==> src/sv/bsbc_pkg.sv <==
// bsbc_pkg: shared types and constants for the box-center bounding sphere block
// no dependencies
`default_nettype none
package bsbc_pkg;
    localparam int unsigned COORD_W = 24;
    localparam int unsigned RAD_W   = 25;
    localparam int unsigned DSQ_W   = 51;

    typedef logic signed [COORD_W-1:0] coord_t;

    typedef struct packed {
        coord_t cx;
        coord_t cy;
        coord_t cz;
        logic   dropped;
    } job_t;

    typedef enum logic [2:0] {
        ST_IDLE,
        ST_SCAN,
        ST_DRAIN,
        ST_SQRT,
        ST_OUT
    } back_state_t;
endpackage
`default_nettype wire

==> src/sv/bsbc_back.sv <==
// bsbc_back: distance pass over the store, bit-serial square root, result register
// uses bsbc_pkg
`default_nettype none
module bsbc_back #(
    parameter int unsigned CNT_W = 13,
    parameter int unsigned AW    = 12
) (
    input  wire               clk,
    input  wire               rst_n,
    input  wire               job_valid,
    input  bsbc_pkg::job_t    job,
    input  wire  [CNT_W-1:0]  job_count,
    output logic              job_pop,
    output logic              store_busy,
    output logic              rd_en,
    output logic [AW-1:0]     rd_addr,
    input  bsbc_pkg::coord_t  rd_x,
    input  bsbc_pkg::coord_t  rd_y,
    input  bsbc_pkg::coord_t  rd_z,
    output logic              out_valid,
    input  wire               out_stall,
    output bsbc_pkg::coord_t  center_x,
    output bsbc_pkg::coord_t  center_y,
    output bsbc_pkg::coord_t  center_z,
    output logic [bsbc_pkg::RAD_W-1:0] radius,
    output logic              overflowed
);
    import bsbc_pkg::*;

    localparam int unsigned DW  = COORD_W + 1;
    localparam int unsigned SQW = 2 * DW;
    localparam int unsigned SQ_STEPS = DSQ_W / 2 + 1;

    back_state_t state_reg, state_next;
    logic [CNT_W-1:0] idx_reg, idx_next;
    logic [2:0] vld_reg;
    logic [DW-2:0] ax_reg, ay_reg, az_reg;
    logic [SQW-1:0] sx_reg, sy_reg, sz_reg;
    logic [DSQ_W-1:0] best_reg, sum;
    logic [DSQ_W+1:0] rem_reg, trial;
    logic [RAD_W:0] root_reg;
    logic [DSQ_W:0] val_reg;
    logic [4:0] step_reg;
    logic out_valid_reg;
    coord_t cx_reg, cy_reg, cz_reg;
    logic ovf_reg;

    function automatic logic [DW-2:0] absd(input coord_t a, input coord_t c);
        logic signed [DW-1:0] d;
        d = {a[COORD_W-1], a} - {c[COORD_W-1], c};
        return d[DW-1] ? (DW-1)'(-d) : d[DW-2:0];
    endfunction

    assign sum = DSQ_W'(sx_reg) + DSQ_W'(sy_reg) + DSQ_W'(sz_reg);
    assign trial = {rem_reg[DSQ_W-1:0], val_reg[DSQ_W:DSQ_W-1]}
                 - {root_reg[RAD_W-1:0], 2'b01};

    assign store_busy = state_reg != ST_IDLE;
    assign rd_en      = state_reg == ST_SCAN;
    assign rd_addr    = idx_reg[AW-1:0];
    assign job_pop    = state_reg == ST_OUT && !out_valid_reg;
    assign out_valid  = out_valid_reg;
    assign center_x   = cx_reg;
    assign center_y   = cy_reg;
    assign center_z   = cz_reg;
    assign overflowed = ovf_reg;
    assign radius     = root_reg[RAD_W-1:0];

    always_comb
    begin
        state_next = state_reg;
        idx_next   = idx_reg;
        unique case (state_reg)
            ST_IDLE:
                if (job_valid && !out_valid_reg)
                begin
                    state_next = ST_SCAN;
                    idx_next   = '0;
                end
            ST_SCAN:
            begin
                idx_next = idx_reg + CNT_W'(1);
                if (idx_next == job_count)
                    state_next = ST_DRAIN;
            end
            ST_DRAIN:
                if (vld_reg == 3'b000)
                    state_next = ST_SQRT;
            ST_SQRT:
                if (step_reg == 5'(SQ_STEPS - 1))
                    state_next = ST_OUT;
            ST_OUT:
                state_next = ST_IDLE;
            default:
                state_next = ST_IDLE;
        endcase
    end

    always_ff @(posedge clk or negedge rst_n)
    begin
        if (!rst_n)
        begin
            state_reg     <= ST_IDLE;
            idx_reg       <= '0;
            vld_reg       <= '0;
            out_valid_reg <= 1'b0;
        end
        else
        begin
            state_reg <= state_next;
            idx_reg   <= idx_next;
            vld_reg   <= {vld_reg[1:0], rd_en};
            if (state_reg == ST_OUT)
                out_valid_reg <= 1'b1;
            else if (out_valid_reg && !out_stall)
                out_valid_reg <= 1'b0;
        end
    end

    // read data is registered after the address, then abs, then square, then sum/compare
    always_ff @(posedge clk)
    begin
        ax_reg <= absd(rd_x, job.cx);
        ay_reg <= absd(rd_y, job.cy);
        az_reg <= absd(rd_z, job.cz);
        sx_reg <= ax_reg * ax_reg;
        sy_reg <= ay_reg * ay_reg;
        sz_reg <= az_reg * az_reg;
        if (state_reg == ST_IDLE)
            best_reg <= '0;
        else if (vld_reg[2] && sum > best_reg)
            best_reg <= sum;
        if (state_reg == ST_OUT)
        begin
            cx_reg  <= job.cx;
            cy_reg  <= job.cy;
            cz_reg  <= job.cz;
            ovf_reg <= job.dropped;
        end
        if (state_reg == ST_DRAIN)
        begin
            rem_reg  <= '0;
            root_reg <= '0;
            val_reg  <= {1'b0, best_reg};
            step_reg <= '0;
        end
        else if (state_reg == ST_SQRT)
        begin
            step_reg <= step_reg + 5'd1;
            val_reg  <= {val_reg[DSQ_W-2:0], 2'b00};
            if (!trial[DSQ_W+1])
            begin
                rem_reg  <= trial;
                root_reg <= {root_reg[RAD_W-1:0], 1'b1};
            end
            else
            begin
                rem_reg  <= {rem_reg[DSQ_W-1:0], val_reg[DSQ_W:DSQ_W-1]};
                root_reg <= {root_reg[RAD_W-1:0], 1'b0};
            end
        end
    end
endmodule
`default_nettype wire
==> config.mk <==
export PLATFORM = sky130hd
export DESIGN_NAME = bsbc_back
export DESIGN_NICKNAME = d
export VERILOG_FILES = /design/src/sv/bsbc_pkg.sv /design/src/sv/bsbc_back.sv
export SDC_FILE = /design/constraint.sdc
export NUM_CORES = 2
export LEC_CHECK = 0
export BUFFER_PORTS_ARGS = -buffer_cell sky130_fd_sc_hd__buf_2
export CORE_AREA = 4 4 262 456
export CTS_BUF_LIST = sky130_fd_sc_hd__clkbuf_8 sky130_fd_sc_hd__clkbuf_16
export CTS_CLUSTER_DIAMETER = 100
export DETAILED_ROUTE_END_ITERATION = 8
export DIE_AREA = 0 0 266 460
export PLACE_DENSITY = 0.86
export SLEW_MARGIN = 20
export SYNTH_ARGS = -nofsm -noshare
export SYNTH_HDL_FRONTEND = slang
export SYNTH_SLANG_ARGS = --single-unit
==> constraint.sdc <==
create_clock -name clk -period 14.7 [get_ports clk]
set_clock_uncertainty 0.1 [all_clocks]
set_input_delay 1.47 -clock clk [delete_from_list [all_inputs] [get_ports clk]]
set_output_delay 1.47 -clock clk [all_outputs]
set_load 0.005 [all_outputs]
==> After elaboration in Yosys (flattened, before gate mapping) <==
Index checks and enable logic that the tools add are counted.
{ "word_totals": {"out_inout_bits": 114, "regBits": 493} }
{ "op_classes": {"multipliers": 3, "eq_ne": 10, "n_addsub": 11, "n_lt_le_gt_ge": 1, "reduce_logical": 14, "n_mux": 16} }
{ "op_table": {"columns": ["operator", "count"], "rows": [
  ["2-to-1 mux 51 bit", 3],
  ["multiplier 24 x 24 -> 48 bit", 3],
  ["subtractor 24 x 24 -> 25 bit", 3],
  ["2-to-1 mux 24 bit", 3],
  ["negation 24 bit", 3],
  ["subtractor 53 x 27 -> 53 bit", 1],
  ["greater-than comparator 50 x 51 -> 1 bit", 1],
  ["adder 49 x 48 -> 50 bit", 1],
  ["adder 48 x 48 -> 49 bit", 1],
  ["case mux 13 bit (2 select lines)", 1],
  ["adder 13 x 1 -> 13 bit, second input constant", 1],
  ["equality test 13 bit", 1],
  ["2-to-1 mux 13 bit", 1],
  ["2-to-1 mux 3 bit", 4],
  ["case mux 3 bit (4 select lines)", 1],
  ["equality test 3 x 2 -> 1 bit, second input constant", 2],
  ["logical NOT 3 bit", 2],
  ["inequality test 2 bit, second input constant", 3],
  ["nonzero test 2 bit", 3],
  ["adder 5 x 1 -> 5 bit, second input constant", 1],
  ["equality test 5 bit, second input constant", 1],
  ["logical AND 1 bit", 4],
  ["AND reduction 4 bit", 1],
  ["equality test 3 x 1 -> 1 bit, second input constant", 1],
  ["other kinds (6)", 9]
]} }

==> Depth between registers and ports, before layout <==
{ "depth": {"ltp_word": 4, "depth_mapped": 29, "mapped_depth_nobuf": 29} }

==> Worst setup path before layout <==
No wires, ideal clock.
{ "synth_path": {"kind": "reg-to-output", "start": "reg state_reg[0]", "end": "out job_pop", "t_arrival_ps": 6474, "slack_ps": 6656, "required_time_ps": 13130, "path_stages_with_launch": 4, "path_cell_list": "dfrtp_1 clkbuf_1 nor3b_1 nor2b_1"} }
{ "synth_between": {"elab_chain_cells": 2} }
{ "synth_rtl": {"columns": ["item", "line_no", "rtl"], "rows": [
  ["start, declared", "bsbc_back.sv:34", "back_state_t state_reg, state_next;"],
  ["start signal, assigned", "bsbc_back.sv:110", "state_reg <= state_next;"],
  ["equality test 3 bit", "bsbc_back.sv:61", "assign job_pop = state_reg == ST_OUT && !out_valid_reg;"],
  ["logical AND 1 bit", "bsbc_back.sv:61", null],
  ["end, declared", "bsbc_back.sv:13", "output logic job_pop,"]
]} }
Every way passes these cells.

==> Final worst setup path <==
{ "layout_path": {"start": "reg ax_reg[7]", "end": "reg sx_reg[44]"} }
{ "layout_between": {"elab_chain_cells": 1} }
{ "layout_rtl": {"columns": ["item", "line_no", "rtl"], "rows": [
  ["start, declared", "bsbc_back.sv:37", "logic [DW-2:0] ax_reg, ay_reg, az_reg;"],
  ["start signal, assigned", "bsbc_back.sv:123", "ax_reg <= absd(rd_x, job.cx);"],
  ["multiplier 24 x 24 -> 48 bit", "bsbc_back.sv:126", "sx_reg <= ax_reg * ax_reg;"],
  ["end signal, assigned", "bsbc_back.sv:126", null],
  ["end, declared", "bsbc_back.sv:38", "logic [SQW-1:0] sx_reg, sy_reg, sz_reg;"]
]} }
Every way passes these cells.
A chain may end at the register's enable or synchronous reset.

==> flow_summary_export.csv <==
group,metric,value,unit
cts,clk_pin_slew,70,ps
sta,min_period_over_period,58.61,%
final_layout,drive_above_1_share,6.441,%
synthesis,seq_area_frac_synth,14.89,%
cts,tritoncts,"built",
routing,avgViaCountPerCell,5.736,
setup_path,path_class,"flip-flop to flip-flop",
routing,first_iter_violations,3275,
global_routing,antenna_found_initial,3,
cts,worstSkewPairLatency,660,ps
sta,worstMarginPinSlew,1147,ps
global_routing,grt_max_degree,59,
synthesis,synth_area,0.07474,mm^2
floorplanning,dieArea,0.1224,mm^2
global_routing,grt.overflow.total,0,
floorplanning,die_x,266,um
routing,wl_per_cell,19.43,um
sta,setup_violations,0,
sta,fin_tns_setup,0,ps
cts,htree_levels,2,
job,max_cap_violations,0,
synthesis,ys.flop_type,"dfxtp_1",
floorplanning,die_h,460,um
floorplanning,initial_core_util,64.65,%
final_layout,area_delta_synth_final,6.215,%
synthesis,synthCells,8072,
synthesis,ys_warn_count,0,
floorplanning,io_pins,276,
setup_path,critPathMaxFanout,24,
global_routing,track_usage,31.87,%
setup_path,worstPathArrival,9070,ps
synthesis,synthArstFlopShare,4.090,%
cts,cts_buffers,53,
sta,slew_headroom,23.43,%
sta,finalHoldViolations,0,
sta,fmax,0.1161,GHz
place,dp.cells,9678,
synthesis,syn_avg_cell_area,9.260,um^2
cts,post_cts_buffers,0,
setup_path,cp.required,15150,ps
place,dp_hpwl,154500,um
worst_hold_path,hold_path_depth,0,
sta,fin_crit,8615,ps
final_layout,design_area,0.07939,mm^2
routing,wl,190000,um
final_layout,nets,10430,
floorplanning,core,0.1156,mm^2
final_layout,largest_reg_flops,52,
final_layout,fill_cells,8527,
place,place_area,0.07755,mm^2
place,portBuffers,275,
sta,rsz0062_at_grt,"no",
final_layout,final_util,68.67,%
cts,cts_buffer_depth,3,
final_layout,layoutNonFillerInstCount,9780,
sta,slew_viol_final,0,
setup_path,start_kind,"flip-flop",
cts,clock-sinks,489,
synthesis,synth-edff-count,124,
floorplanning,rows,165,
routing,drc,0,
synthesis,ys_ff_latch,489,
routing,vias,56100,
synthesis,synth.distinct_cells,87,
worst_hold_path,hold_class,"flip-flop to flip-flop",
cts,ctsResizeCount,0,
run_status,status,"completed",
place,gp_congestion,0.9753,
cts,cts_root_buf,"clkbuf_16",
routing,dr.pass1.iters,6,
cts,cts_hold_buf,0,
routing,postRouteAntennaNets,0,
setup_path,reg2reg_depth,27,
global_routing,grt_pass1_vias,63810,
setup_path,critical_path.endpoint_type,"flip-flop",
global_routing,grt_pass1_wl,311600,um
-- cell families (layout without fill, tap and decap cells) --
family	Yosys count	count (layout)	synth area share [%]
buffers and inverters	2204	2406	11.18
adder cells (fa/ha/maj)	2042	2042	47.43
AND/OR/NAND/NOR	1789	1789	11.65
AO/OA/AOI/OAI	1070	1070	9.026
flip-flops	489	489	14.89
XOR/XNOR	386	386	4.523
multiplexers	90	90	1.291
other	2	5	0.01005
-- synthesized netlist by cell type (36+ instances only) --
master    count  area share (%)
nand4_1      37            0.31
nand2_1     722             3.6
nand2b_1     40            0.33
inv_1      1963             9.9
nor2b_1      58            0.49
fa_1       1319              35
mux2i_1      39            0.52
mux2_2       51            0.77
xor2_1      127             1.5
edfxtp_1    124             5.0
o21bai_1     37            0.37
a31oi_1      41            0.34
dfxtp_1     345             9.2
nand3_1      93            0.62
xnor2_1     259             3.0
nor2_1      254             1.3
o21ai_0     253             1.7
a21oi_1     299             2.0
clkbuf_1    209             1.0
o21a_1       50            0.50
a21o_1      177             1.8
and3_1       39            0.33
nor3_1       70            0.47
o31ai_1      36            0.36
and2_1      370             3.1
ha_1        723              12
-- routing by layer --
layer | part of all wire, % | wire length [um] | vias up | track usage (%)
li1 | - | - | 25310 | -
met1 | 32 | 60180 | 27790 | 31.25
met2 | 54 | 103500 | 2069 | 60.69
met3 | 5.0 | 9547 | 924 | 3.882
met4 | 8.9 | 16830 | 2 | 23.14
met5 | 0.0079 | 15 | - | 0
-- final cells by class --
cell class	instances	area (um^2)	area share [%]
Tap cell	1503	1881	2.369
Antenna cell	2	5.005	0.006304
Inverter	1964	7373	9.287
Sequential cell	489	11130	14.02
Timing Repair Buffer	342	1879	2.367
Multi-Input combinational cell	5380	55290	69.65
Clock inverter	44	459.2	0.5784
Clock buffer	56	1368	1.723
-- cell usage in the layout, fill, tap and decap left out, drive strengths merged, types with 12 or more instances in the layout --
master	n
a221oi	12
clkbuf	56
o21ai	256
fa	1319
or3	17
a21o	177
nor2b	58
a211oi	32
ha	723
nand3	93
dfrtp	20
edfxtp	124
or2	16
o31ai	36
mux2	51
and3	39
clkinv	21
xnor2	259
o21bai	37
xor2	127
nor4	21
inv	1980
o21a	50
dfxtp	345
a21oi	299
nand2b	40
nand2	723
buf	342
mux2i	39
nand4	38
o211ai	16
nor3	71
nor2	254
and2	370
a31oi	41
-- critical path: stages, from the launching register on --
cell	delay, ps
dfxtp_1	1080
nand2_1	280
fa_1	580
inv_1	50
fa_1	490
inv_1	50
fa_1	490
inv_1	60
fa_1	500
inv_1	50
fa_1	530
inv_1	50
fa_1	500
inv_1	60
fa_1	480
inv_1	50
ha_1	370
nand2_1	100
nor2_1	160
nand2_1	110
a2111oi_0	670
or2_2	240
a41oi_1	240
or3b_2	550
a31oi_1	240
o31ai_1	150
mux2i_1	190
nand2_1	90
-- through the flow --
stage,hold WS (ps),setup WS (ps)
2_1_floorplan,254.5,6656
3_3_place_gp,262.6,6369
3_5_place_dp,264.1,6220
4_1_cts,288.1,6226
5_1_grt,298.0,5632
6_report,289.2,6085
-- worst paths after layout --
| check | from | end | slack [ps] |
|---|---|---|---|
| worst max-delay path | ax_reg[7] | sx_reg[44] | 6090 |
| worst min-delay path | vld_reg[0] | vld_reg[1] | 290 |
| worst max register to register | ax_reg[7] | sx_reg[44] | 6090 |
| worst min register to register | vld_reg[0] | vld_reg[1] | 290 |
| max in group asynchronous | rst_n | idx_reg[7] | 13520 |
| min in group asynchronous | rst_n | out_valid | 650 |
Power is left out: the tool's default activity adds up to more than one toggle a clock period on the data nets, which glitch-free logic cannot reach.
