===== config.mk =====
export PLATFORM = sky130hd
export DESIGN_NAME = bsbc_front
export DESIGN_NICKNAME = d
export VERILOG_FILES = /design/src/sv/bsbc_pkg.sv /design/src/sv/bsbc_front.sv
export SDC_FILE = /design/constraint.sdc
export NUM_CORES = 1
export LEC_CHECK = 0
export ABC_AREA = 1
export BUFFER_PORTS_ARGS = -buffer_cell sky130_fd_sc_hd__buf_2
export CAP_MARGIN = 20
export CORE_MARGIN = 2
export CORE_UTILIZATION = 39
export DETAILED_ROUTE_END_ITERATION = 8
export GPL_ROUTABILITY_DRIVEN = 1
export SYNTH_ARGS = -nofsm -noshare
export SYNTH_HDL_FRONTEND = slang
export SYNTH_SLANG_ARGS = --single-unit

===== constraint.sdc =====
create_clock -name clk -period 4.95 [get_ports clk]
set_input_delay 0.2475 -clock clk [delete_from_list [all_inputs] [get_ports clk]]
set_output_delay 0.2475 -clock clk [all_outputs]
set_load 0.1 [all_outputs]

===== src/sv/bsbc_pkg.sv =====
// bsbc_pkg: shared types and constants for the box-center bounding sphere block
// no dependencies
`default_nettype none
package bsbc_pkg;
    localparam int unsigned COORD_W = 24;
    localparam int unsigned RAD_W   = 25;
    localparam int unsigned DSQ_W   = 51;

    typedef logic signed [COORD_W-1:0] coord_t;

    typedef struct packed {
        coord_t cx;
        coord_t cy;
        coord_t cz;
        logic   dropped;
    } job_t;

    typedef enum logic [2:0] {
        ST_IDLE,
        ST_SCAN,
        ST_DRAIN,
        ST_SQRT,
        ST_OUT
    } back_state_t;
endpackage
`default_nettype wire


===== src/sv/bsbc_front.sv =====
// bsbc_front: accepts vertices, writes them to the store, tracks the box bounds
// on the last vertex pushes the center and drop flag as a job; uses bsbc_pkg
`default_nettype none
module bsbc_front #(
    parameter int unsigned CNT_W = 13
) (
    input  wire                 clk,
    input  wire                 rst_n,
    input  wire                 in_valid,
    output logic                in_stall,
    input  bsbc_pkg::coord_t    vert_x,
    input  bsbc_pkg::coord_t    vert_y,
    input  bsbc_pkg::coord_t    vert_z,
    input  wire                 last_vertex,
    input  wire  [CNT_W-1:0]    max_count,
    input  wire                 job_full,
    output logic                job_push,
    output bsbc_pkg::job_t      job,
    output logic [CNT_W-1:0]    job_count,
    input  wire                 store_busy,
    output logic                wr_en,
    output logic [CNT_W-1:0]    wr_addr,
    output bsbc_pkg::coord_t    wr_x,
    output bsbc_pkg::coord_t    wr_y,
    output bsbc_pkg::coord_t    wr_z
);
    import bsbc_pkg::*;

    localparam coord_t CMAX = {1'b0, {(COORD_W-1){1'b1}}};
    localparam coord_t CMIN = {1'b1, {(COORD_W-1){1'b0}}};

    coord_t lo_x_reg, lo_y_reg, lo_z_reg, hi_x_reg, hi_y_reg, hi_z_reg;
    coord_t lo_x_next, lo_y_next, lo_z_next, hi_x_next, hi_y_next, hi_z_next;
    logic [CNT_W-1:0] count_reg;
    logic drop_reg;
    logic acc, room;

    function automatic coord_t mid(input coord_t a, input coord_t b);
        logic signed [COORD_W:0] s;
        s = {a[COORD_W-1], a} + {b[COORD_W-1], b};
        return s[COORD_W:1];
    endfunction

    // input waits while a job is queued or the back end is busy
    assign in_stall = job_full || store_busy;
    assign acc      = in_valid && !in_stall;
    assign room     = count_reg != max_count;

    assign wr_en   = acc && room;
    assign wr_addr = count_reg;
    assign wr_x    = vert_x;
    assign wr_y    = vert_y;
    assign wr_z    = vert_z;

    always_comb
    begin
        lo_x_next = lo_x_reg; lo_y_next = lo_y_reg; lo_z_next = lo_z_reg;
        hi_x_next = hi_x_reg; hi_y_next = hi_y_reg; hi_z_next = hi_z_reg;
        if (room)
        begin
            if (vert_x < lo_x_reg) lo_x_next = vert_x;
            if (vert_y < lo_y_reg) lo_y_next = vert_y;
            if (vert_z < lo_z_reg) lo_z_next = vert_z;
            if (vert_x > hi_x_reg) hi_x_next = vert_x;
            if (vert_y > hi_y_reg) hi_y_next = vert_y;
            if (vert_z > hi_z_reg) hi_z_next = vert_z;
        end
    end

    assign job_push    = acc && last_vertex;
    assign job.cx      = mid(lo_x_next, hi_x_next);
    assign job.cy      = mid(lo_y_next, hi_y_next);
    assign job.cz      = mid(lo_z_next, hi_z_next);
    assign job.dropped = drop_reg || !room;
    assign job_count   = room ? count_reg + CNT_W'(1) : count_reg;

    always_ff @(posedge clk or negedge rst_n)
    begin
        if (!rst_n)
        begin
            lo_x_reg <= CMAX; lo_y_reg <= CMAX; lo_z_reg <= CMAX;
            hi_x_reg <= CMIN; hi_y_reg <= CMIN; hi_z_reg <= CMIN;
            count_reg <= '0;
            drop_reg  <= 1'b0;
        end
        else if (acc)
        begin
            if (last_vertex)
            begin
                lo_x_reg <= CMAX; lo_y_reg <= CMAX; lo_z_reg <= CMAX;
                hi_x_reg <= CMIN; hi_y_reg <= CMIN; hi_z_reg <= CMIN;
                count_reg <= '0;
                drop_reg  <= 1'b0;
            end
            else
            begin
                lo_x_reg <= lo_x_next; lo_y_reg <= lo_y_next; lo_z_reg <= lo_z_next;
                hi_x_reg <= hi_x_next; hi_y_reg <= hi_y_next; hi_z_reg <= hi_z_next;
                count_reg <= job_count;
                drop_reg  <= drop_reg || !room;
            end
        end
    end
endmodule
`default_nettype wire


## After elaboration in Yosys (flattened, before gate mapping)

Index checks and enable logic that the tools add are counted.

| cells by class | value |
|---|---|
| add/subtract/negate cells | 4 |
| order comparisons | 6 |
| eq/ne operators | 1 |
| multiplexer cells | 21 |
| reduce and logical (&&, ||, !) cells | 7 |

Operators with widths:

| kind | count |
|---|---|
| 24-bit 2-to-1 mux | 18 |
| 24-bit by 24-bit adder with 25-bit output | 3 |
| 24-bit > comparator | 3 |
| 24-bit less-than comparator | 3 |
| 13-bit 2-to-1 mux | 2 |
| 13-bit by 1-bit adder with 13-bit output (second input constant) | 1 |
| 13-bit != test | 1 |
| 1-bit logical AND | 3 |
| 1-bit logical NOT | 2 |
| 1-bit logical OR | 2 |
| 1-bit 2-to-1 mux | 1 |

| word-level totals | value |
|---|---|
| bits in registers | 158 |
| input port bits | 91 |
| output and inout bits | 174 |
| logic and storage cells | 47 |

## Longest topological paths before layout

Gate-level depths: netlist of run 1.

| depth | value |
|---|---|
| word-level depth | 4 |
| depth in mapped cells | 31 |
| gate-level depth less buffers | 30 |

## Worst setup path before layout of run 1

OpenSTA, ideal clock, no wires.

| timing | value |
|---|---|
| kind | flip-flop to output port |
| start | register count_reg[11], in the netlist wr_addr[11] |
| end | output port job[46] in the netlist's numbering |
| arrival time | 5.383 ns |
| required time | 4.703 ns |
| setup slack | -0.681 ns |
| stages on the path, launching flop included | 24 |
| path buffers | 2 |
| path through | dfrtp_1 inv_1 or2_0 nand3_1 nor2_1 nand2_4 clkinv_2 a21oi_2 nand2_1 buf_4 clkbuf_1 o21ai_0 inv_1 ha_1 a21oi_1 o21ai_1 a21oi_1 o21ai_2 a21boi_0 o21ai_0 nand2_1 nand2_1 a31oi_1 xor2_1 |

RTL lines:

| what | line | source |
|---|---|---|
| start, declared | bsbc_front.sv:34 | `logic [CNT_W-1:0] count_reg;` |
| start signal, assigned | bsbc_front.sv:99 | `count_reg <= job_count;` |
| end, declared | bsbc_front.sv:18 | `output bsbc_pkg::job_t job,` |

==> impl_metrics.csv, run 1 <==
group,metric,value,unit
global_routing,overflow,0,
worst_hold_path,hold_class,"primary input to flip-flop",
setup_path,crit_path_max_fanout,6,
global_routing,grtUsageMet2,0.377,
drt,num_vias,16100,
placed_design,dp_hpwl,39700,um
global_routing,grt_most_used_layer,"met2",
die,rows,75,
cts,cts_root_buf,"clkbuf_16",
logic_synthesis,synthFlopType,"dfrtp_1",
global_routing,grt_max_degree,89,
die,start_util,0.393,
layout,final_cell_mix,"489 x inv_1, 451 x nand2_1, 201 x buf_2",
global_routing,gr-usage-met1,0.325,
cts,insertion_delay,0.45,ns
logic_synthesis,synthCells,2368,
sta,final_hold_viol_count,0,
die,die_area,43700,um^2
drt,remaining_drc_errors,0,
die,die_h,209,um
sta,maxSlewViolCount,0,
logic_synthesis,synth_cell_types,47,
placed_design,pre_cts_slack,0.0198,ns
cts,cts.path.max_buffers,2,
cts,cts.sinks,158,
cts,h-tree-depth,4,
drt,detail_route.first_pass.iterations,5,
global_routing,grt_pass1_vias,15400,
cts,path_clk_slew,0.07,ns
logic_synthesis,ys_seq_area_frac,0.247,
setup_path,critPathLaunchType,"flip-flop",
setup_path,r2r_start,"wr_addr[11]",
setup_path,crit_required,4.70,ns
sta,worst_slack,0.172,ns
placed_design,place.gp.congestion,0.890,
layout,diodes,0,
cts,cts_tree,"built",
layout,fillers,4065,
layout,drive_gt1_frac,0.275,
sta,tightest_slew,1.03,ns
sta,clock.fmax,0.209,GHz
logic_synthesis,syn_area,16400,um^2
logic_synthesis,ys_ff_latch,158,
sta,max_slew_margin,0.310,
sta,finalCriticalPeriod,4.78,ns
die,core_area,41700,um^2
logic_synthesis,async_flop_share,1.00,
logic_synthesis,synth_edf_count,0,
sta,rsz0062_at_grt,"true",
cts,cts_buffers,17,
drt,routed_wl,51400,um
logic_synthesis,synth_area_per_cell,6.92,um^2
global_routing,grtUsageTotal,0.230,
status,status,"finished, final reports clean",
logic_synthesis,synth_warnings,0,
setup_path,worstPathArrival,4.53,ns
sta,setup_viol,0,
layout,layout.nets,2912,
drt,drt_iter0_drc,886,
setup_path,end_kind,"output pin",
placed_design,numPortBuffers,264,
layout,final_common_cell,"inv_1",
setup_path,path_class,"flip-flop to output pin",
setup_path,cp-startpoint,"lo_x_reg[9]",
sta,fin_crit_sh,0.965,
global_routing,antenna_found_initial,0,
logic_synthesis,syn_nets,2673,
global_routing,grtUsageMet3,0.0260,
drt,ant_nets,0,
drt,detail_route.wl_per_cell,16.3,um
global_routing,grt_pass1_wl,80300,um
die,die_w,209,um
flow_run,max_cap_violations,0,
worst_hold_path,hp-start,"vert_x[7]",
layout,seq_area,4040,um^2
layout,multi_input_area,10900,um^2
sta,finClkSkew,0.00656,ns
layout,syn_to_final_growth,29.4,%
die,top_level_ports,265,
drt,vias_per_cell,5.09,
logic make-up (layout without fill, tap and decap cells):
family,Yosys count,after routing,synth area share
AO/OA/AOI/OAI,527,527,0.189
XOR/XNOR,78,78,0.0417
adder cells (fa/ha/maj),214,214,0.165
buffers and inverters,632,884,0.166
flip-flops,158,158,0.247
AND/OR/NAND/NOR,759,759,0.191
metrics by stage:
stage | util | hold slack [ns] | area [um^2] | cells | setup TNS [ns]
2_1_floorplan | - | -0.0481 | 16700 | 2368 | -1.47
3_3_place_gp | 0.460 | 0.372 | 19200 | 3101 | -0.00339
3_5_place_dp | 0.460 | 0.367 | 19200 | 3101 | 0
4_1_cts | 0.482 | 0.178 | 20100 | 3138 | -0.000345
5_1_grt | 0.509 | 0.190 | 21200 | 3159 | -0.838
6_report | 0.509 | 0.184 | 21200 | 3159 | 0
routing by layer:
layer,up-vias,part of all wire
met5,-,0
met4,0,0.014
met3,41,0.043
met2,399,0.47
met1,7552,0.47
li1,8078,-
Yosys cell counts (2+ instances only):
master	n	area, um^2
nor2_1	162	608
nand3_1	55	275
o21ai_1	30	150
inv_1	491	1840
a21oi_2	38	333
o221ai_1	6	52.6
a31oi_1	14	87.6
nor2_2	3	18.8
nand2_4	3	33.8
inv_2	3	11.3
nor4_1	8	50.1
nand2_2	13	81.3
xnor2_1	23	201
nand3_2	5	50.1
dfrtp_1	86	2150
a21o_1	13	97.6
clkbuf_1	39	146
buf_4	87	653
fa_1	3	60.1
nand2_1	471	1770
o22ai_1	148	926
buf_2	7	35.0
and2_1	2	12.5
nand4_1	19	119
a21oi_1	146	731
o21ai_0	114	571
o21a_1	8	60.1
nor3_1	14	70.1
a21boi_0	3	22.5
buf_6	2	22.5
xor2_1	55	482
dfstp_2	72	1890
ha_1	211	2640
worst max-delay path, cell delays in order (launching register included):
cell,delay [ns]
dfstp_2,0.53
inv_1,0.06
ha_1,0.30
nand2_1,0.07
nand2_1,0.05
nand2_1,0.06
nand2_1,0.08
nand2_1,0.06
nand2_1,0.06
a21oi_2,0.22
nand2_1,0.11
nand2_2,0.10
nand3_4,0.15
buf_12,0.18
nor2_1,0.16
a21oi_4,0.06
ha_4,0.25
buf_4,0.15
a21oi_1,0.17
o211a_4,0.20
nor2_1,0.04
o21ai_0,0.15
nand2_1,0.12
a21boi_2,0.18
o21ai_1,0.11
xor2_2,0.25
buf_12,0.21
final timing paths:
path / slack, ns / cells past startpoint / endpoint
setup / recovery: 0.17 / 26 / job[60]
max in group asynchronous: 3.56 / 3 / lo_z_reg[15]
setup reg to reg: 2.11 / 13 / wr_addr[11]
hold reg to reg: 0.51 / 2 / drop_reg
min in group asynchronous: 0.41 / 2 / hi_x_reg[4]
hold / removal: 0.18 / 3 / hi_x_reg[7]
timing repair:
item,CTS,global route
pin swaps,3,56
cloned,2,3
gates resized for setup,63,239
setup buffers,2,18
endpoints found under the setup margin,35,58
hold buffers,1,0
hold endpoints to repair,44,0
area by class of cell:
| class | instances | area share |
|---|---|---|
| repair inverters | 1 | 0.000413 |
| inverters | 496 | 0.0889 |
| repair buffers | 355 | 0.146 |
| well taps | 539 | 0.0318 |
| multi-input cells | 1578 | 0.512 |
| clock inverters | 12 | 0.00867 |
| flip-flops and latches | 158 | 0.191 |
| clock buffers | 20 | 0.0215 |
Power of run 1 is left out: the tool's default activity adds up to more than one toggle a clock period on the data nets, which glitch-free logic cannot reach.
==> inputs of run 2 (changes only) <==
==> constraint.sdc (replaced) <==
create_clock -name clk -period 5 [get_ports clk]
set_input_delay 0.25 -clock clk [delete_from_list [all_inputs] [get_ports clk]]
set_output_delay 0.25 -clock clk [all_outputs]
set_load 0.1 [all_outputs]
==> run 2 against run 1 <==
Effect of this change: core utilization about the same; cell count is 0.13% lower; global-route usage fell by 0.14 points; first-iteration DRC count down 1.7%; flip-flop and latch count stayed put; sequential share of layout area hardly changed; setup slack got worse by 0.058 ns; design area is essentially flat; via count grew 1.0%; critical path depth fell by 1; clock skew increased by 0.0043 ns; critical path type unchanged.
==> impl_metrics.csv, run 2 (same netlist as run 1, synthesis figures left out) <==
group,metric,value,unit
layout,instances_no_fill,3155,
setup_path,critPathMaxStageDelay,0.54,ns
placed_design,place.gp.congestion,0.923,
setup_path,rr_worst_depth,15,
placed_design,numPortBuffers,264,
setup_path,crit_cells,25,
placed_design,dp_hpwl,38900,um
layout,multi_input_area,11000,um^2
worst_hold_path,hp-start,"vert_x[18]",
global_routing,grt_pass1_vias,15300,
layout,fillers,4064,
layout,postLayoutCellArea,21200,um^2
global_routing,grt_pass1_wl,80000,um
die,die_area,43700,um^2
sta,finalCriticalPeriod,4.89,ns
global_routing,grt_max_degree,83,
layout,final_common_cell,"inv_1",
die,top_level_ports,265,
drt,detail_route.first_pass.iterations,5,
drt,routed_wl,51600,um
sta,final_hold_viol_count,0,
placed_design,post_dp_cell_area,19000,um^2
die,core_area,41700,um^2
setup_path,worstPathArrival,4.64,ns
drt,detail_route.wl_per_cell,16.4,um
die,die_w,209,um
sta,setup_viol,0,
cts,cts.path.max_buffers,2,
sta,fin_crit_sh,0.977,
cts,h-tree-depth,4,
status,status,"finished, final reports clean",
layout,drive_gt1_frac,0.284,
sta,maxSlewViolCount,0,
setup_path,cp-startpoint,"lo_y_reg[21]",
drt,ant_nets,0,
die,rows,75,
setup_path,regToRegEndpoint,"wr_addr[12]",
cts,cts_buffers,17,
sta,tightest_slew,0.928,ns
cts,cts.sinks,158,
global_routing,grtUsageTotal,0.229,
drt,num_vias,16200,
global_routing,overflow,0,
setup_path,r2r_start,"wr_addr[11]",
cts,cts_root_buf,"clkbuf_16",
cts,cts_tree,"built",
layout,final_cell_mix,"475 x inv_1, 444 x nand2_1, 201 x buf_2",
setup_path,crit_path_max_fanout,8,
die,die_h,209,um
setup_path,cpMostUsedCell,"nand2_2",
drt,vias_per_cell,5.15,
layout,seq_area,4040,um^2
setup_path,path_class,"flip-flop to output pin",
layout,syn_to_final_growth,29.5,%
worst_hold_path,hold_class,"primary input to flip-flop",
setup_path,end_kind,"output pin",
sta,tns,0,ns
sta,finClkSkew,0.0109,ns
flow_run,max_cap_violations,0,
cts,path_clk_slew,0.07,ns
sta,rsz0062_at_grt,"true",
cts,insertion_delay,0.45,ns
sta,clock.fmax,0.205,GHz
setup_path,crit_slowest_cell,"dfstp_2",
setup_path,cp-endpoint,"job[46]",
drt,drt_iter0_drc,871,
layout,diodes,0,
setup_path,cp.buffers_inverters,3,
die,start_util,0.393,
setup_path,crit_family,"compound AO/OA/AOI/OAI gates",
setup_path,crit_required,4.75,ns
global_routing,antenna_found_initial,0,
sta,max_slew_margin,0.381,
setup_path,critPathLaunchType,"flip-flop",
layout,layout.nets,2908,
placed_design,dp_cells,3088,
drt,remaining_drc_errors,0,
setup_path,reg2reg_slack,2.22,ns
## run 2: timing repair
item | in CTS | in global routing
buffers inserted | 1 | 29
hold endpoints to repair | 47 | 0
pin swaps | 2 | 72
gates cloned | 0 | 5
hold buffers | 1 | 0
gates resized for setup | 50 | 261
setup endpoints to repair | 32 | 47
## run 2: worst min path at each step
| stage | end | slack, ns | cells past startpoint |
|---|---|---|---|
| 2_1_floorplan | drop_reg | -0.05 | 0 |
| 3_3_place_gp | hi_y_reg[14] | 0.39 | 1 |
| 3_5_place_dp | hi_y_reg[14] | 0.40 | 1 |
| 4_1_cts | hi_x_reg[4] | 0.18 | 3 |
| 5_1_grt | hi_x_reg[18] | 0.20 | 3 |
| 6_report | hi_x_reg[18] | 0.18 | 3 |
## run 2: worst min-delay path: stages
cell and delay, ns:
buf_2 0.13, o21ai_1 0.10, o22ai_1 0.10
## run 2: metrics by stage
stage | utilization | setup slack (ns) | hold slack, ns
after floorplan | - | -0.232 | -0.0456
after global placement | 0.456 | 0.0941 | 0.389
after detailed placement | 0.456 | -0.0515 | 0.397
after CTS | 0.475 | -0.0233 | 0.184
after global routing | 0.509 | -0.0972 | 0.200
final | 0.509 | 0.115 | 0.178
## run 2: cell type report
type | count | area share
multi-input combinational | 1578 | 0.518
sequential | 158 | 0.191
timing repair buffer | 352 | 0.142
inverter | 496 | 0.0893
tap | 539 | 0.0318
clock buffer | 20 | 0.0215
clock inverter | 12 | 0.00655
## run 2: per-layer routing
metal | share of wire | vias to the layer above | GRT usage | wire, um
met1 | 0.46 | 7603 | 0.312 | 23600
met3 | 0.060 | 61 | 0.0412 | 3090
met4 | 0.021 | 0 | 0.0650 | 1080
li1 | - | 8095 | - | -
met2 | 0.46 | 474 | 0.370 | 23800
met5 | 0 | - | 0 | 0
Power of run 2 is left out for the same reason.
