$ cat config.mk
export PLATFORM = sky130hd
export DESIGN_NAME = bsbc_queue
export DESIGN_NICKNAME = d
export VERILOG_FILES = /design/src/sv/bsbc_pkg.sv /design/src/sv/bsbc_queue.sv
export SDC_FILE = /design/constraint.sdc
export NUM_CORES = 1
export LEC_CHECK = 0
export BUFFER_PORTS_ARGS = -buffer_cell sky130_fd_sc_hd__buf_2
export CAP_MARGIN = 30
export CELL_PAD_IN_SITES_DETAIL_PLACEMENT = 0
export CELL_PAD_IN_SITES_GLOBAL_PLACEMENT = 1
export CORE_ASPECT_RATIO = 1.75
export CORE_MARGIN = 2
export CORE_UTILIZATION = 35
export DETAILED_ROUTE_END_ITERATION = 10
export GPL_TIMING_DRIVEN = 0
export HOLD_SLACK_MARGIN = 0.06
export PLACE_DENSITY_LB_ADDON = 0.1
export SYNTH_ARGS = -nofsm -noshare
export SYNTH_HDL_FRONTEND = slang
export SYNTH_SLANG_ARGS = --single-unit
$ cat constraint.sdc
create_clock -name clk -period 1 [get_ports clk]
set_input_delay 0 -clock clk [delete_from_list [all_inputs] [get_ports clk]]
set_output_delay 0 -clock clk [all_outputs]
set_load 0.01 [all_outputs]
$ cat src/sv/bsbc_pkg.sv
// bsbc_pkg: shared types and constants for the box-center bounding sphere block
// no dependencies
`default_nettype none
package bsbc_pkg;
    localparam int unsigned COORD_W = 24;
    localparam int unsigned RAD_W   = 25;
    localparam int unsigned DSQ_W   = 51;

    typedef logic signed [COORD_W-1:0] coord_t;

    typedef struct packed {
        coord_t cx;
        coord_t cy;
        coord_t cz;
        logic   dropped;
    } job_t;

    typedef enum logic [2:0] {
        ST_IDLE,
        ST_SCAN,
        ST_DRAIN,
        ST_SQRT,
        ST_OUT
    } back_state_t;
endpackage
`default_nettype wire

$ cat src/sv/bsbc_queue.sv
// bsbc_queue: one-entry job register between front and back
// uses bsbc_pkg
`default_nettype none
module bsbc_queue #(
    parameter int unsigned CNT_W = 13
) (
    input  wire               clk,
    input  wire               rst_n,
    input  wire               push,
    input  bsbc_pkg::job_t    push_job,
    input  wire  [CNT_W-1:0]  push_count,
    output logic              full,
    input  wire               pop,
    output bsbc_pkg::job_t    head_job,
    output logic [CNT_W-1:0]  head_count
);
    import bsbc_pkg::*;

    logic full_reg;
    job_t job_reg;
    logic [CNT_W-1:0] count_reg;

    assign full       = full_reg;
    assign head_job   = job_reg;
    assign head_count = count_reg;

    always_ff @(posedge clk or negedge rst_n)
    begin
        if (!rst_n)
            full_reg <= 1'b0;
        else if (push)
            full_reg <= 1'b1;
        else if (pop)
            full_reg <= 1'b0;
    end

    always_ff @(posedge clk)
    begin
        if (push)
        begin
            job_reg   <= push_job;
            count_reg <= push_count;
        end
    end
endmodule
`default_nettype wire

## Word level (Yosys, flattened, before mapping)

Cells that the tools add are included.

- Multiplexer cells: 2
- Reduce and logical (&&, ||, !) cells: 1

Operator list:

| operator | count |
|---|---|
| $mux 1 | 2 |
| $reduce_bool 2->1 | 1 |

- Bits in registers: 87
- Bits of input ports: 90

## Depth between registers and ports, before layout

Gate-level depths: netlist of run 1.

- Depth after elaboration: 2
- Depth in mapped cells: 2
- Depth with buffers taken out: 2

## Worst setup path after synthesis of run 1

OpenSTA, ideal clock, no wires.

- Path kind: register to register
- From: register, netlist name full
- To: register full_reg (netlist: full)
- Data arrival time: 0.565 ns
- Slack: 0.317 ns
- Cell stages (with the launch flop): 2
- Path buffers: 0
- Clock period less this slack: 0.683 ns
- Cells stage by stage: dfrtp_1 > a21o_1

RTL lines:

| item | line | text |
|---|---|---|
| end signal: assignment | bsbc_queue.sv:30 | `full_reg <= 1'b0;` |
| end signal: assignment | bsbc_queue.sv:32 | `full_reg <= 1'b1;` |
| end signal: assignment | bsbc_queue.sv:34 | `full_reg <= 1'b0;` |
| end: declaration | bsbc_queue.sv:19 | `logic full_reg;` |

## Worst setup path after layout of run 1

- From: register job_reg, in the netlist head_job[3]
- To: output head_job[3] (netlist name)

RTL lines:

| item | line | text |
|---|---|---|
| start: declaration | bsbc_queue.sv:20 | `job_t job_reg;` |
| start signal: assignment | bsbc_queue.sv:41 | `job_reg <= push_job;` |
| end: declaration | bsbc_queue.sv:14 | `output bsbc_pkg::job_t head_job,` |

No word-level cell between the ends.

==> results.md, run 1 <==
- Die height: 118 um
- Period Utilization, post-route: 87.6%
- Post-route minimum period: 0.876 ns
- Hold Fails Final Rpt: 0
- Area delta synth->final: 83.6%
- Internal power: 6.77 mW
- Post-synth cell types: 4
- Via Count: 1900
- Htree depth: 3
- Root buf cell: clkbuf_16
- Final WL: 6430 um
- Core area: 7230 um2
- WL/cell: 14.1 um
- CP arrival: 0.88 ns
- # port buffers: 176
- Critical path class: reg -> out
- Std cell rows: 41
- Total power: 8.48 mW
- Comb pwr share: 11.3%
- Mean Syn Cell Area: 29.4 um2
- Worst-margin pin slew: 0.370 ns
- Max frequency: 1.14 GHz
- Pleak: 2.08 nW
- Part of the power in registers: 51.8%
- Cell Chain, Critical Path: buf_2
- Post-Syn Area: 2620 um2
- Post-synthesis sequential area ratio: 99.6%
- Layout Nets: 456
- Max Cap Viol: 0
- RSZ-0062 raised after global routing: false
- Met1 WL: 2260 um
- Post-synthesis register bit count: 87
- Flip-flop count of the largest register after layout: 73
- Maximum vdd ir drop: 0.00114 V
- Util after Layout: 66.5%
- Largest net degree at the start of global routing: 76
- CTS tree: done
- Clock skew: 0 ns
- Setup Viol. Count Final: 0
- CP max stage delay: 0.38 ns
- Post-CTS Setup Bufs: 0
- Longest Clk Path Bufs: 2
- Vias/cell: 4.16
- CP Data Required Time: 1.00 ns
- Vias in the first global route: 2019
- Crit-path slowest cell: edfxtp_1
- Worst hold path class: in -> reg
- I/O pins: 177
- Initial antenna violation count: 0
- Total CTS buffers: 9
- Top Layer Used: met4
- Fraction of layout cells with a size suffix above 1: 50.9%
- Aggregate global-route resource usage: 16.0%
- Latest clock arrival within the worst-skew pair: 0.33 ns
- Sw Pwr: 1.71 mW
- Max Slew Vio Count: 0
- Final estimated routing congestion in global placement: 0.689
- Overflow after GRT: 0
- CP top delay family: flip-flops
- Pwr Density: 1760 nW/um2
- Detailed Route Iter0 Violations: 136
- Critical path launch point type: flop
- Diode count: 0
- Slew margin rel.: 75.3%
- Reg clk slew, reported paths: 0.06 ns
- Remaining DRCs: 0
- Initial Util: 36.2%
- Post-CTS Resized: 0
- Hold Buf Count CTS: 89
- Endpoint type of the worst setup path: output pin
- DIE AREA: 8220 um2
- Yosys warning total: 0
- WL met2: 3410 um
- Clock network power share: 36.9%
- CP max FO: 1
- First-pass GRT wire length: 9700 um
- Gate Count Post-Synth: 89
- Die X-Extent: 69.4 um
- Metal3 WL: 541 um
- Post-route ant nets: 0
- Sw Ratio: 20.2%
- CTS sink cnt: 87
- Post-Syn Nets: 179
- Router iterations before antenna repair: 4
- Outcome: finished clean
- CP bufs+invs: 1
## synthesized netlist by cell type (all sizes together)
| cell | number | area share (%) |
|---|---|---|
| inv | 1 | 0.14 |
| edfxtp | 86 | 99 |
| a21o | 1 | 0.29 |
| dfrtp | 1 | 0.96 |
## cell type report
class	instances	area, um2
inverters	1	3.75
flip-flops and latches	87	2610
fillers	532	2420
clock buffers	10	229
repair buffers	266	1800
well taps	86	108
multi-input cells	1	7.51
clock inverters	6	51.3
## per-layer routing
metal	vias to the layer above	global-route usage, %
li1	916	-
met1	854	15.8
met2	113	27.8
met3	17	5.71
met4	0	10.0
met5	-	0
## kinds of logic after synthesis
kind of cell | after synthesis | synth area share, %
buffers and inverters | 1 | 0.143
AO/OA/AOI/OAI | 1 | 0.287
flip-flops | 87 | 99.6
## stage by stage
stage	cells	setup slack (ns)	hold WS (ns)	area, um2	TNS (ns)
2_1_floorplan	89	0.317	-0.296	2620	0
3_3_place_gp	351	-0.794	-0.223	3610	-68.48
3_5_place_dp	352	0.0659	-0.224	3640	0
4_1_cts	457	0.117	0.0225	4810	0
5_1_grt	457	0.0894	0.0311	4810	0
6_report	457	0.124	0.0310	4810	0
## worst paths after layout
kind                             startpoint      endpoint  slack [ns]  depth (start not counted)
worst max-delay path            head_job[3]   head_job[3]        0.12                          1
worst min-delay path                   push  head_job[17]        0.03                          1
worst max register to register         full          full        0.32                          1
worst min register to register         full          full        0.51                          1
max in group asynchronous             rst_n          full        0.38                          3
min in group asynchronous             rst_n          full        0.51                          3
## power groups by stage
stage,combinational [mW],sequential (mW),clock (mW)
6_report,0.960,4.39,3.13
5_1_grt,1.03,4.41,3.33
4_1_cts,0.967,4.39,3.21
3_5_place_dp,0.691,4.46,0
3_3_place_gp,0.669,4.46,0
2_1_floorplan,0.00282,4.64,0
## cells in the final DEF, fill, tap and decap left out, types with 2 or more instances in the layout
master | synthesis | final
clkbuf_16 | 0 | 9
clkinv_1 | 0 | 3
clkinv_2 | 0 | 2
edfxtp_1 | 86 | 86
dlygate4sd3_1 | 0 | 89
buf_2 | 0 | 175
No activity file was read; power rests on OpenSTA's default activity.
==> run 2: changes to the inputs <==
- clock period: 1 -> 1.1 ns (I/O delays scaled with it)
==> run 2 against run 1 <==
Compared with the run above:
- hold slack improved by 0.19 ns
- via count up 0.58%
- worst setup slack got worse by 0.058 ns
- critical path depth increased by 1
- clock skew did not move
- routed wire length hardly changed
- combinational power fell by 8.9%
- critical path type is now in -> reg
- highest routed layer unchanged
==> results.md, run 2 (synthesized netlist as in run 1, its figures left out) <==
- Maximum vdd ir drop: 0.00104 V (-9.1%)
- CP max FO: 12 (+11)
- Router iterations before antenna repair: 4 (unchanged)
- Core area: 7230 um2 (unchanged)
- Period Utilization, post-route: 94.0%
- DIE AREA: 8220 um2 (unchanged)
- Worst hold path class: in -> reg
- # port buffers: 176 (unchanged)
- Util after Layout: 66.6% (+0.14 points)
- Layout Nets: 457 (+0.22%)
- Total CTS buffers: 9 (unchanged)
- Critical path class: in -> reg
- Slew margin rel.: 64.4% (-11 points)
- CP bufs+invs: 2 (+1)
- Pwr Density: 1600 nW/um2 (-9.3%)
- Detailed Route Iter0 Violations: 144 (+5.9%)
- FF-to-FF setup slack: 0.42 ns (+0.10 ns)
- Internal power: 6.15 mW (-9.1%)
- Overflow after GRT: 0 (unchanged)
- Post-CTS Resized: 0 (unchanged)
- Hold depth: 2 (+1)
- Std cell rows: 41 (unchanged)
- Worst R2R Start: full
- Flip-flop count of the largest register after layout: 73 (unchanged)
- CP max stage delay: 0.89 ns (+0.51 ns)
- Critical Path Stages: 2 (+1)
- First-pass GRT wire length: 9730 um (+0.29%)
- Worst-margin pin slew: 0.532 ns (+0.162 ns)
- RSZ-0062 raised after global routing: false
- Reg2Reg Depth: 1 (unchanged)
- Pleak: 2.08 nW (+0.20%)
- Post-route minimum period: 1.03 ns
- CP Data Required Time: 1.07 ns (+0.07 ns)
- Htree depth: 3 (unchanged)
- Via Count: 1911 (+0.58%)
- Max Cap Viol: 0 (unchanged)
- I/O pins: 177 (unchanged)
- Endpoint type of the worst setup path: flop
- Critical path launch point type: input port
- Initial antenna violation count: 0 (unchanged)
- CP arrival: 1.00 ns (+0.12 ns)
- Initial Util: 36.2% (unchanged)
- Worst slack, placed: 0.166 ns (+0.100 ns)
- Cell Chain, Critical Path: buf_4 -> dlygate4sd3_1
- CP top delay family: buffers and inverters
- Vias in the first global route: 2034 (+0.74%)
- Crit Reg-Reg Endpoint: full
- CTS sink cnt: 87 (unchanged)
- Comb pwr share: 11.4% (about the same)
- Post-route ant nets: 0 (unchanged)
- Part of the power in registers: 51.8% (about the same)
- Commonest non-fill, non-tap cells in the layout: 175 x buf_2, 90 x dlygate4sd3_1, 86 x edfxtp_1, 9 x clkbuf_16, 3 x clkinv_1
- Die height: 118 um (unchanged)
- WL/cell: 14.0 um (-0.17%)
- Area delta synth->final: 84.0%
- Post-CTS Setup Bufs: 0 (unchanged)
- Hold Fails Final Rpt: 0 (unchanged)
- Final estimated routing congestion in global placement: 0.689 (unchanged)
- Root buf cell: clkbuf_16
- Longest Clk Path Bufs: 2 (unchanged)
- CTS tree: done
- Sw Ratio: 20.1% (-0.028 points)
- WHS: 0.221 ns (+0.190 ns)
- CP startpoint: push
- Final WL: 6430 um (about the same)
- CP Capture Point: head_job[66]
- Largest net degree at the start of global routing: 76 (unchanged)
- Outcome: finished clean
- Total power: 7.71 mW (-9.1%)
- Crit-path slowest cell: dlygate4sd3_1
- Clock network power share: 36.9% (about the same)
- Reg clk slew, reported paths: 0.06 ns (about the same)
- Commonest non-fill, non-tap cell in the layout: buf_2
- Latest clock arrival within the worst-skew pair: 0.33 ns (about the same)
- Aggregate global-route resource usage: 16.0% (+0.018 points)
- Setup Viol. Count Final: 0 (unchanged)
- Die X-Extent: 69.4 um (unchanged)
- Max frequency: 0.967 GHz
- Max Slew Vio Count: 0 (unchanged)
- Setup tns final: 0 ns (unchanged)
- Remaining DRCs: 0 (unchanged)
- Diode count: 0 (unchanged)
- Sw Pwr: 1.55 mW (-9.2%)
- Vias/cell: 4.17 (+0.36%)
- PnR worst setup slack: 0.0662 ns (-0.0581 ns)
- Fraction of layout cells with a size suffix above 1: 50.8% (-0.14 points)
- Clock skew: 0 ns (unchanged)
-- run 2: routing by layer --
| layer | wire, um | global-route usage [%] | share of wire (%) | vias up |
|---|---|---|---|---|
| li1 | - | - | - | 917 |
| met1 | 2240 | 15.7 | 35 | 862 |
| met2 | 3440 | 27.9 | 53 | 114 |
| met3 | 542 | 5.71 | 8.4 | 18 |
| met4 | 213 | 10.0 | 3.3 | 0 |
| met5 | 0 | 0 | 0 | - |
-- run 2: metrics by stage --
step	std cells	instance area [um2]
3_5_place_dp	352	3640
6_report	458	4820
3_3_place_gp	351	3610
4_1_cts	458	4820
5_1_grt	458	4820
2_1_floorplan	89	2620
-- run 2: final cells by class --
cell class	count	area, um2
flip-flops and latches	87	2610
fillers	529	2410
repair buffers	267	1810
clock buffers	10	229
well taps	86	108
clock inverters	6	51.3
multi-input cells	1	7.51
inverters	1	3.75
-- run 2: how the worst min path moves through the flow --
stage	startpoint	to	slack (ns)
4_1_cts	push	head_job[64]	0.24
3_3_place_gp	rst_n	full	-0.22
3_5_place_dp	rst_n	full	-0.22
2_1_floorplan	rst_n	full	-0.30
5_1_grt	push	head_job[64]	0.26
6_report	push	head_job[64]	0.22
-- run 2: power groups by stage --
stage	Sequential, mW	Clock, mW	Combinational [mW]
floorplan	4.22	0	0.00256
CTS	3.99	2.92	0.882
detailed placement	4.06	0	0.628
global route	4.01	3.03	0.943
global placement	4.06	0	0.608
finish	3.99	2.84	0.875
-- run 2: what timing repair did --
item / in CTS / in global routing
endpoints found under the hold margin: 100 / 0
endpoints found under the setup margin: 0 / 0
hold buffers: 90 / 0
==> run 3: changes to the inputs <==
- CORE_UTILIZATION: 35 -> 25
- GPL_ROUTABILITY_DRIVEN: not set -> 0
==> run 3 against run 2 <==
Compared with the run above:
- clock power up 12%
- flip-flop and latch count did not move
- critical endpoint is now head_job[14]
- critical path depth shrank 1
- hold slack worse by 0.16 ns
- combinational power down 0.6%
- via count shrank 1.1%
- utilization shrank 19 points
- total power rose by 4.4%
- register-to-register slack gained 0.03 ns
- largest power group unchanged
- worst setup slack improved by 0.18 ns
==> results.md, run 3 (synthesized netlist as in run 1, its figures left out) <==
- Crit Reg-Reg Endpoint: full
- CP bufs+invs: 1 (-1)
- Clock skew: 0 ns (unchanged)
- CTS tree: done
- Placed cell area: 3690 um2 (+1.4%)
- Fin area: 4900 um2 (+1.6%)
- WL/cell: 13.2 um (-5.7%)
- Aggregate global-route resource usage: 12.1% (-3.8 points)
- Initial antenna violation count: 0 (unchanged)
- Area delta synth->final: 87.0%
- Root buf cell: clkbuf_16
- Post-route minimum period: 0.856 ns (-0.178 ns)
- CTS sink cnt: 87 (unchanged)
- Reg clk slew, reported paths: 0.06 ns (about the same)
- Setup tns final: 0 ns (unchanged)
- First-pass GRT wire length: 9990 um (+2.7%)
- Setup Viol. Count Final: 0 (unchanged)
- Critical path launch point type: flop
- Post-Layout Cell Count: 498 (+8.7%)
- Core area: 10200 um2 (+42%)
- Diode count: 0 (unchanged)
- Hold Fails Final Rpt: 0 (unchanged)
- # port buffers: 176 (unchanged)
- Remaining DRCs: 0 (unchanged)
- DIE AREA: 11300 um2 (+38%)
- Fraction of layout cells with a size suffix above 1: 51.2% (+0.41 points)
- Worst hold path class: in -> reg
- Outcome: finished clean
- CP top delay family: flip-flops
- Final WL: 6600 um (+2.5%)
- Total power: 8.04 mW (+4.4%)
- Die X-Extent: 81.4 um (+17%)
- PnR worst setup slack: 0.244 ns (+0.178 ns)
- Htree depth: 3 (unchanged)
- Largest net degree at the start of global routing: 73 (-3.9%)
- Commonest non-fill, non-tap cell in the layout: buf_2
- Hold depth: 1 (-1)
- CP max stage delay: 0.38 ns (-0.51 ns)
- Layout Nets: 456 (-0.22%)
- Pleak: 2.09 nW (+0.34%)
- Std cell rows: 49 (+20%)
- Util after Layout: 47.8% (-19 points)
- Hold Path Origin: push
- Hold endpoint: head_job[45]
- FILL cells: 931 (+76%)
- Post-CTS Setup Bufs: 0 (unchanged)
- CP max FO: 1 (-11)
- Post-route ant nets: 0 (unchanged)
- Latest clock arrival within the worst-skew pair: 0.33 ns (about the same)
- Detailed Route Iter0 Violations: 57 (-60%)
- Inst Count DP: 393 (+12%)
- Cell Chain, Critical Path: buf_2
- Period Utilization, post-route: 77.8% (-16 points)
- Total CTS buffers: 9 (unchanged)
- CP Data Required Time: 1.10 ns (+0.03 ns)
- Via Count: 1890 (-1.1%)
- Max Slew Vio Count: 0 (unchanged)
- Vias in the first global route: 2094 (+2.9%)
- FF-to-FF setup slack: 0.45 ns (+0.03 ns)
- Max frequency: 1.17 GHz (+21%)
- Endpoint type of the worst setup path: output pin
- Worst slack, placed: 0.114 ns (-0.0518 ns)
- Router iterations before antenna repair: 4 (unchanged)
- Hold Buf Count CTS: 89 (-1.1%)
- RSZ-0062 raised after global routing: false
- Post-CTS Resized: 0 (unchanged)
- Flip-flop count of the largest register after layout: 73 (unchanged)
- Vias/cell: 3.80 (-9.0%)
- Die height: 139 um (+18%)
- Critical path class: reg -> out
- Reg2Reg Depth: 1 (unchanged)
- Crit-path slowest cell: edfxtp_1
- I/O pins: 177 (unchanged)
- Longest Clk Path Bufs: 2 (unchanged)
- Overflow after GRT: 0 (unchanged)
- Commonest non-fill, non-tap cells in the layout: 175 x buf_2, 89 x dlygate4sd3_1, 86 x edfxtp_1, 9 x clkbuf_16, 3 x clkbuf_1
- Worst-margin pin slew: 0.374 ns (-0.158 ns)
- Slew margin rel.: 75.1% (+11 points)
- Final HPWL from detailed placement: 4370 um
- Worst R2R Start: full
- Initial Util: 25.6% (-11 points)
- CP arrival: 0.86 ns (-0.14 ns)
- Max Cap Viol: 0 (unchanged)
- Pwr Density: 1640 nW/um2 (+2.7%)
- WHS: 0.0578 ns (-0.164 ns)
- Maximum vdd ir drop: 0.00114 V (+10%)
-- run 3: changes by cell type in the layout (fill, tap and decap cells not counted), sizes merged --
| cell | before | now |
|---|---|---|
| bufinv | 1 | 2 |
| clkbuf | 10 | 13 |
| clkinv | 5 | 0 |
| clkinvlp | 0 | 1 |
| dlygate4sd3 | 90 | 89 |
-- run 3: routing by layer --
layer	vias to the layer above	track usage [%]	part of all wire (%)
met5	-	0	0
met4	0	6.42	2.6
met3	13	4.54	8.4
met2	94	22.6	57
met1	868	10.6	32
li1	915	-	-
-- run 3: worst max-delay path by stage --
stage	from	endpoint	cells after the start
floorplan	full	full	1
global placement	push	head_job[55]	1
detailed placement	push	head_job[55]	2
CTS	head_job[22]	head_job[22]	1
global route	head_job[45]	head_job[45]	1
finish	head_job[14]	head_job[14]	1
-- run 3: where the power goes --
| group | switching [mW] | total [mW] | internal [mW] | leakage (nW) |
|---|---|---|---|---|
| Sequential | 0.0539 | 3.99 | 3.93 | 0.852 |
| Clock | 1.13 | 3.18 | 2.05 | 0.150 |
| Combinational | 0.380 | 0.870 | 0.490 | 1.09 |
| Total | 1.56 | 8.04 | 6.48 | 2.09 |
-- run 3: cell type report --
cell class,instances,area [um2],share of cell area [%]
Clock buffer,13,250,5.11
Clock inverter,3,67.6,1.38
Inverter,1,3.75,0.0766
Multi-Input combinational cell,1,7.51,0.153
Sequential cell,87,2610,53.2
Tap cell,127,159,3.24
Timing Repair Buffer,266,1800,36.8
